$ cat src/bsc_pkg.sv
// Package for the banker's safety check block.
// Holds default sizes and fixed field widths; no dependencies.
`default_nettype none

package bsc_pkg;

  localparam int DEF_MAX_PROCESSES = 16;
  localparam int DEF_UNIT_BITS     = 16;
  localparam int AVAIL_BITS        = 16;
  localparam int INDEX_OUT_BITS    = 4;

endpackage : bsc_pkg

`default_nettype wire

$ cat src/bankers_safety_check.sv
// Banker's safety check, one resource type: load processes, scan passes, emit sequence.
// The item with last_process starts a check that scans the N loaded processes in at
// most N passes, one entry per cycle through the one compare/add unit, then emits one
// result per safe process or one unsafe answer, each held while out_stall is high.
// New items are stalled until the answer is out. Reset (rst_n, synchronous) clears the
// sequencer, counts, done flags, work and available_units; the stores are not cleared.
// Depends on bsc_pkg.
`default_nettype none

module bankers_safety_check #(
  parameter int MAX_PROCESSES = bsc_pkg::DEF_MAX_PROCESSES,
  parameter int UNIT_BITS     = bsc_pkg::DEF_UNIT_BITS
) (
  input  wire logic                               clk,
  input  wire logic                               rst_n,
  // configuration
  input  wire logic                               cfg_valid,
  output logic                                    cfg_ready,
  input  wire logic [bsc_pkg::AVAIL_BITS-1:0]     cfg_data,
  // input items
  input  wire logic                               in_valid,
  output logic                                    in_stall,
  input  wire logic [UNIT_BITS-1:0]               in_need_units,
  input  wire logic [UNIT_BITS-1:0]               in_held_units,
  input  wire logic                               in_last_process,
  // result items
  output logic                                    out_valid,
  input  wire logic                               out_stall,
  output logic                                    out_is_safe,
  output logic [bsc_pkg::INDEX_OUT_BITS-1:0]      out_process_index,
  output logic                                    out_end_of_answer
);

  import bsc_pkg::*;

  localparam int IDX_W  = (MAX_PROCESSES > 1) ? $clog2(MAX_PROCESSES) : 1;
  localparam int CNT_W  = $clog2(MAX_PROCESSES + 1);
  localparam int BASE_W = (UNIT_BITS > AVAIL_BITS) ? UNIT_BITS : AVAIL_BITS;
  localparam int WORK_W = BASE_W + $clog2(MAX_PROCESSES + 1);
  localparam logic [CNT_W-1:0] MAX_CNT = CNT_W'(MAX_PROCESSES);

  typedef enum logic [2:0] {
    S_LOAD,
    S_START,
    S_CHECK,
    S_SEQ_RD,
    S_EMIT,
    S_UNSAFE
  } state_t;

  state_t                    state_r, state_nxt;
  logic [CNT_W-1:0]          cnt_r, cnt_nxt;
  logic [CNT_W-1:0]          found_r, found_nxt;
  logic [IDX_W-1:0]          ptr_r, ptr_nxt;
  logic [IDX_W-1:0]          optr_r, optr_nxt;
  logic                      prog_r, prog_nxt;
  logic [MAX_PROCESSES-1:0]  done_r, done_nxt;
  logic [WORK_W-1:0]         work_r, work_nxt;
  logic [AVAIL_BITS-1:0]     avail_r;

  // stores
  logic [UNIT_BITS-1:0]      need_mem [MAX_PROCESSES];
  logic [UNIT_BITS-1:0]      held_mem [MAX_PROCESSES];
  logic [IDX_W-1:0]          seq_mem  [MAX_PROCESSES];
  logic [UNIT_BITS-1:0]      need_q, held_q;
  logic [IDX_W-1:0]          seq_q;

  logic                      in_acc, out_acc;
  logic                      load_wr;
  logic                      seq_wr;
  logic                      elig;
  logic [CNT_W-1:0]          n_last;
  logic [CNT_W-1:0]          ptr_ext, optr_ext;
  logic [IDX_W+3:0]          idx_ext;

  assign cfg_ready = 1'b1;
  assign in_stall  = (state_r != S_LOAD);
  assign in_acc    = in_valid && !in_stall;
  assign out_valid = (state_r == S_EMIT) || (state_r == S_UNSAFE);
  assign out_acc   = out_valid && !out_stall;
  assign load_wr   = in_acc && (cnt_r < MAX_CNT);

  assign n_last   = cnt_r - 1'b1;
  assign ptr_ext  = CNT_W'(ptr_r);
  assign optr_ext = CNT_W'(optr_r);
  assign idx_ext  = {4'b0000, seq_q};

  assign out_is_safe       = (state_r == S_EMIT);
  assign out_process_index = (state_r == S_EMIT) ? idx_ext[3:0] : '0;
  assign out_end_of_answer = (state_r == S_UNSAFE) || (optr_ext == n_last);

  // the shared compare: need of the current entry against the running work
  assign elig   = !done_r[ptr_r] && ({{(WORK_W-UNIT_BITS){1'b0}}, need_q} <= work_r);
  assign seq_wr = (state_r == S_CHECK) && elig;

  always_comb begin
    state_nxt = state_r;
    cnt_nxt   = cnt_r;
    found_nxt = found_r;
    ptr_nxt   = ptr_r;
    optr_nxt  = optr_r;
    prog_nxt  = prog_r;
    done_nxt  = done_r;
    work_nxt  = work_r;
    unique case (state_r)
      S_LOAD: begin
        if (load_wr) begin
          cnt_nxt = cnt_r + 1'b1;
        end
        if (in_acc && in_last_process) begin
          state_nxt = S_START;
        end
      end
      S_START: begin
        // entry 0 is read at this edge, after the final load has landed
        ptr_nxt   = '0;
        found_nxt = '0;
        prog_nxt  = 1'b0;
        done_nxt  = '0;
        work_nxt  = {{(WORK_W-AVAIL_BITS){1'b0}}, avail_r};
        state_nxt = S_CHECK;
      end
      S_CHECK: begin
        if (elig) begin
          work_nxt        = work_r + {{(WORK_W-UNIT_BITS){1'b0}}, held_q};
          done_nxt[ptr_r] = 1'b1;
          found_nxt       = found_r + 1'b1;
        end
        if (elig && (found_r + 1'b1 == cnt_r)) begin
          optr_nxt  = '0;
          state_nxt = S_SEQ_RD;
        end else if (ptr_ext == n_last) begin
          ptr_nxt  = '0;
          prog_nxt = 1'b0;
          if (!(prog_r || elig)) begin
            state_nxt = S_UNSAFE;
          end
        end else begin
          ptr_nxt  = ptr_r + 1'b1;
          prog_nxt = prog_r || elig;
        end
      end
      S_SEQ_RD: begin
        state_nxt = S_EMIT;
      end
      S_EMIT: begin
        if (out_acc) begin
          if (optr_ext == n_last) begin
            cnt_nxt   = '0;
            done_nxt  = '0;
            state_nxt = S_LOAD;
          end else begin
            optr_nxt  = optr_r + 1'b1;
            state_nxt = S_SEQ_RD;
          end
        end
      end
      S_UNSAFE: begin
        if (out_acc) begin
          cnt_nxt   = '0;
          done_nxt  = '0;
          state_nxt = S_LOAD;
        end
      end
      default: begin
        state_nxt = S_LOAD;
      end
    endcase
  end

  always_ff @(posedge clk) begin
    if (!rst_n) begin
      state_r <= S_LOAD;
      cnt_r   <= '0;
      found_r <= '0;
      ptr_r   <= '0;
      optr_r  <= '0;
      prog_r  <= 1'b0;
      done_r  <= '0;
      work_r  <= '0;
      avail_r <= '0;
    end else begin
      state_r <= state_nxt;
      cnt_r   <= cnt_nxt;
      found_r <= found_nxt;
      ptr_r   <= ptr_nxt;
      optr_r  <= optr_nxt;
      prog_r  <= prog_nxt;
      done_r  <= done_nxt;
      work_r  <= work_nxt;
      if (cfg_valid && cfg_ready) begin
        avail_r <= cfg_data;
      end
    end
  end

  // process stores: read address runs one entry ahead of the compare
  always_ff @(posedge clk) begin
    if (load_wr) begin
      need_mem[cnt_r[IDX_W-1:0]] <= in_need_units;
      held_mem[cnt_r[IDX_W-1:0]] <= in_held_units;
    end
    need_q <= need_mem[ptr_nxt];
    held_q <= held_mem[ptr_nxt];
  end

  // safe sequence store
  always_ff @(posedge clk) begin
    if (seq_wr) begin
      seq_mem[found_r[IDX_W-1:0]] <= ptr_r;
    end
    seq_q <= seq_mem[optr_r];
  end

endmodule : bankers_safety_check

`default_nettype wire
$ cat config.mk
export PLATFORM = sky130hd
export DESIGN_NAME = bankers_safety_check
export DESIGN_NICKNAME = d
export VERILOG_FILES = /design/src/bsc_pkg.sv /design/src/bankers_safety_check.sv
export SDC_FILE = /design/constraint.sdc
export NUM_CORES = 1
export LEC_CHECK = 0
export BUFFER_PORTS_ARGS = -buffer_cell sky130_fd_sc_hd__clkbuf_2
export CORE_MARGIN = 4
export CORE_UTILIZATION = 50
export CTS_BUF_LIST = sky130_fd_sc_hd__clkbuf_16
export CTS_CLUSTER_SIZE = 25
export DETAILED_ROUTE_END_ITERATION = 8
export GPL_ROUTABILITY_DRIVEN = 1
export GPL_TIMING_DRIVEN = 0
export PLACE_DENSITY = 0.66
export SLEW_MARGIN = 20
export SYNTH_ARGS = -nofsm -noshare
export SYNTH_HDL_FRONTEND = slang
export SYNTH_SLANG_ARGS = --single-unit
$ cat constraint.sdc
create_clock -name clk -period 6.5 [get_ports clk]
set_clock_uncertainty 0.1 [all_clocks]
set_input_delay 1.3 -clock clk [delete_from_list [all_inputs] [get_ports clk]]
set_output_delay 1.3 -clock clk [all_outputs]
set_load 0.01 [all_outputs]
==> flow_summary.yaml, run 1 <==
sta:
  period_needed_ns: 4.72
  timing.hold.ws_ns: 0.368
  drv_slew: 0
  relSlewSlack_pct: 28.6
  max_freq_mhz: 212
  rsz0062_at_grt: "no"
  hold_viol: 0
  setup_slack_ns: 1.78
  worst_slew_pin_slew_ns: 1.07
  finalSetupViolations: 0
  min_period_over_period_pct: 72.6
  setup_tns_ns: 0
pwr:
  leakagePower_nw: 12.1
  ir_drop_mv: 0.209
  powerDensity_nw_per_um2: 373
  p_total_mw: 12.4
global_routing:
  grt_max_degree: 21
  grt_pass1_vias: 15800
  globalRouteTotalUtil_pct: 21.1
  antenna_found_initial: 5
  overflow: 0
  grt_pass1_wl_mm: 98.7
routing:
  ant_nets: 0
  wire_per_inst_um: 23.6
  dr.pass1.iters: 5
  vias: 15600
  drtIter0Drc: 1312
  drc_errors: 0
  drt_wl_total_mm: 65.5
  viasPerCell: 5.62
floorplanning:
  die_x_um: 248
  core_sq_um: 56800
  start_util_pct: 50.9
  ios: 63
  rows: 87
  dieArea_sq_um: 61700
  die_h_um: 248
critical_path:
  crit_type: "flip-flop to primary output"
  critPathCaptureType: "primary output"
  arrival_ns: 3.32
  cp_max_fo: 8
  critPathLaunchType: "flip-flop"
  required_ns: 5.10
clock_tree:
  clk_pin_slew_ns: 0.06
  root_buffer: "clkbuf_16"
  cts_setup_buffers: 0
  cts_tree: "yes"
  numClockSinks: 687
  clk_latency_ns: 0.60
  cts_max_path_buffers: 3
  cts_hold_buf: 0
  htreeDepth: 3
  numCtsBuffers: 71
  ctsResizeCount: 0
place:
  dpl_cell_area_sq_um: 30900
  portBuffers: 60
  place_hpwl_mm: 44.8
  pre_cts_slack_ns: 1.84
  gp_congestion: 0.831
synthesis:
  ys_types: 67
  syn_nets: 1900
  synth_cells: 1799
  synth.area.top_cells: "edfxtp_1 60%, mux2i_1 17%, dfxtp_1 7.7%, ha_1 2.0%, mux4_2 1.9%"
  yosysWarningCount: 0
  yosysTopAreaCell: "edfxtp_1"
  synth_edf_count: 576
  ys_seq_area_share_pct: 67.5
  synthFlopType: "edfxtp_1"
  synth_top_area_share_pct: 59.8
  ys_seq_elements: 687
  post-synth-top-count-cell: "edfxtp_1"
  avgSynthCellArea_sq_um: 16.1
  ys_top_cells_by_count: "576 x edfxtp_1, 499 x mux2i_1, 111 x dfxtp_1"
  async_flop_share_pct: 0
  syn_area_sq_um: 28900
min_path:
  min_path_type: "flip-flop to flip-flop"
final_layout:
  syn_to_final_growth_pct: 14.5
  fin_area_sq_um: 33100
  fin_nets: 2071
  drive_above_1_share_pct: 15.2
status:
  outcome: "finished clean"
run:
  maxCapViolCount: 0
worst paths after layout:
path / startpoint / to / slack [ns] / depth (start not counted)
max: cnt_r[0]$_SDFFE_PN0P_ / out_end_of_answer / 1.78 / 10
min: done_r[9]$_SDFFE_PN0P_ / done_r[9]$_SDFFE_PN0P_ / 0.37 / 2
max reg2reg: ptr_r[0]$_SDFF_PN0_ / need_q[7]$_DFF_P_ / 1.86 / 12
min reg2reg: done_r[9]$_SDFFE_PN0P_ / done_r[9]$_SDFFE_PN0P_ / 0.37 / 2
worst max-delay path: stages (launching register included):
cell and delay [ns]:
dfxtp_1 0.38, buf_2 0.25, inv_1 0.11, ha_1 0.20, buf_2 0.16, nand2b_1 0.15, a21boi_1 0.12, o21bai_1 0.09
a2111oi_1 0.91, a21o_1 0.19, clkbuf_2 0.14
metrics by stage:
step           instances  util, %
4_1_cts             2779     58.3
6_report            2781     58.3
2_1_floorplan       1799        -
3_3_place_gp        2615     53.1
3_5_place_dp        2653     54.3
5_1_grt             2780     58.3
area by class of cell:
class	instances	area, sq um
tap	756	946
clock inverter	49	314
antenna	2	5.00
sequential	687	19500
inverter	32	120
buffer	93	611
timing repair buffer	98	891
multi-input combinational	987	8770
fill	4419	23700
clock buffer	77	1930
cell families (layout without fill, tap and decap cells):
logic type / count (synthesis) / count (layout) / share of synthesized area, %
xor+xnor: 35 / 35 / 1.11
mux: 523 / 523 / 19.1
other cells: 1 / 3 / 0.0130
flops: 687 / 687 / 67.5
buf+inv: 125 / 349 / 2.53
fa+ha+maj: 47 / 47 / 2.06
compound gates: 146 / 146 / 3.45
simple gates: 235 / 235 / 4.18
routing by layer:
layer / share of wire (%) / GRT usage [%]
met1: 43 / 28.2
met2: 48 / 35.0
met3: 6.2 / 4.99
met4: 2.5 / 5.58
met5: 0.018 / 0
sequential cells by signal (all words and copies together), names as in the netlist:
name / cells
held_mem: 256
held_q: 16
ptr_r: 4
prog_r: 1
avail_r: 16
done_r: 16
work_r: 21
optr_r: 4
need_mem: 256
cnt_r: 5
seq_mem: 64
found_r: 5
state_r: 3
seq_q: 4
need_q: 16
layout by cell type (no fill, tap or decap), drive strengths merged, types with 11 or more instances in the layout:
cell type  instances
nor3              12
mux4              24
a31oi             12
nand3             11
xor2              18
clkinv            24
mux2i            499
o21ai             23
nand2             45
dfxtp            111
edfxtp           576
nand2b            13
buf              108
a21oi             47
ha                46
clkbuf           160
nor2b             35
nor2              65
xnor2             16
inv               52
and2              11
power breakdown:
group	total, mW	switching (mW)	internal, mW
combinational	3.22	1.88	1.34
clock	3.87	1.62	2.25
sequential	5.28	0.196	5.08
total	12.4	3.69	8.67
No activity file was read; power rests on OpenSTA's default activity.
==> run 2, diff against run 1 <==
- PLACE_DENSITY: 0.66 -> 0.68
- clock period: 6.5 -> 3.9 ns (I/O delays scaled with it)
==> run 2 against run 1 <==
- via count rose by 0.53%
- global-route usage fell by 0.19 points
- cell count fell by 0.11%
- final area rose by 1.2%
- first-iteration DRC count fell by 3.1%
- highest routed layer unchanged
==> flow_summary.yaml, run 2 (same netlist as run 1, synthesis figures left out) <==
global_routing:
  overflow: 0
  grt_pass1_wl_mm: 98.1
  antenna_found_initial: 4
  grt_pass1_vias: 15900
  globalRouteTotalUtil_pct: 20.9
  grt_max_degree: 28
final_layout:
  fillCellCount: 4289
  layout_common_cells: "576 x edfxtp_1, 488 x mux2i_1, 99 x dfxtp_1"
  fin_util_pct: 59.0
  fin_nets: 2066
  final_cells: 2778
  syn_to_final_growth_pct: 15.9
  multi_input_area_sq_um: 8900
  final_common_cell: "edfxtp_1"
  seq_area_sq_um: 19500
  drive_above_1_share_pct: 16.9
  fin_area_sq_um: 33500
run:
  maxCapViolCount: 0
critical_path:
  max_stage_delay_ns: 0.59
  path_cells: "buf_6 -> inv_1 -> ha_1 -> buf_2 -> nand2b_1 -> a21boi_1 -> o21bai_1 -> a2111oi_2 -> a21o_1 -> clkbuf_2"
  arrival_ns: 2.87
  critPathCaptureType: "primary output"
  required_ns: 3.02
  critPathSlowestCell: "a2111oi_2"
  critPathLaunchType: "flip-flop"
  cp_max_fo: 8
  crit_type: "flip-flop to primary output"
floorplanning:
  die_h_um: 248
  core_sq_um: 56800
  die_x_um: 248
  start_util_pct: 50.9
  dieArea_sq_um: 61700
  rows: 87
  ios: 63
pwr:
  leakagePower_nw: 12.2
  powerDensity_nw_per_um2: 625
  ir_drop_mv: 0.425
  p_total_mw: 21.0
min_path:
  min_path_type: "input pin to flip-flop"
routing:
  wire_per_inst_um: 23.6
  viasPerCell: 5.65
  ant_nets: 0
  drt_wl_total_mm: 65.6
  vias: 15700
  drtIter0Drc: 1271
  dr.pass1.iters: 5
  drc_errors: 0
sta:
  drv_slew: 0
  max_freq_mhz: 267
  finalSetupViolations: 0
  worst_slew_pin_slew_ns: 1.02
  min_period_over_period_pct: 96.1
  relSlewSlack_pct: 30.8
  setup_slack_ns: 0.153
  hold_viol: 0
  timing.hold.ws_ns: 0.357
  period_needed_ns: 3.75
  setup_tns_ns: 0
clock_tree:
  cts_hold_buf: 0
  root_buffer: "clkbuf_16"
  htreeDepth: 3
  cts_max_path_buffers: 3
  numCtsBuffers: 71
  numClockSinks: 687
  cts_tree: "yes"
  clk_pin_slew_ns: 0.06
  clk_latency_ns: 0.61
place:
  pre_cts_slack_ns: -0.605
  place_hpwl_mm: 45.1
  gp_congestion: 0.855
  dpl.cell_count: 2647
  portBuffers: 60
  dpl_cell_area_sq_um: 31000
status:
  outcome: "finished clean"
[run 2: path summary, 6_finish.rpt]
check / endpoint / cells past startpoint / slack, ns / start
setup / recovery: out_end_of_answer / 10 / 0.15 / cnt_r[0]$_SDFFE_PN0P_
hold reg to reg: done_r[15]$_SDFFE_PN0P_ / 2 / 0.37 / done_r[15]$_SDFFE_PN0P_
setup reg to reg: held_q[4]$_DFF_P_ / 17 / 0.15 / cnt_r[0]$_SDFFE_PN0P_
hold / removal: avail_r[11]$_SDFFE_PN0P_ / 3 / 0.36 / cfg_data[11]
[run 2: critical path, delay by kind of cell (launching register included)]
kind	cells	cell delay [ns]
adders and majority gates	1	0.19
and+or+nand+nor	1	0.15
AOI/OAI and AO/OA	4	1.02
buffers and inverters	4	0.54
DFF	1	0.38
[run 2: final cells by class]
cell class	count	share of cell area, %
Timing Repair Buffer	95	3.06
Inverter	32	0.358
Sequential cell	687	58.3
Buffer	91	1.99
Clock buffer	76	5.67
Tap cell	756	2.82
Multi-Input combinational cell	987	26.6
Clock inverter	53	1.22
Antenna cell	1	0.00747
[run 2: metal layers]
layer	vias up	GRT usage, %	wire length (um)
met1	7913	28.6	28600
met3	105	4.47	4100
met5	-	0	42
met4	6	5.23	1610
li1	7220	-	-
met2	465	34.4	31200
[run 2: what timing repair did]
| action | 4_1_cts | 5_1_grt |
|---|---|---|
| setup endpoints to repair | 43 | 32 |
| resized for setup | 31 | 31 |
| buffers inserted | 0 | 3 |
| pin swaps | 0 | 7 |
[run 2: where the power goes]
group          total, mW  internal (mW)  switching, mW  leakage [nW]
clock               6.67           3.92           2.75          1.21
sequential          8.82           8.48          0.340          6.14
combinational       5.47           2.31           3.16          4.83
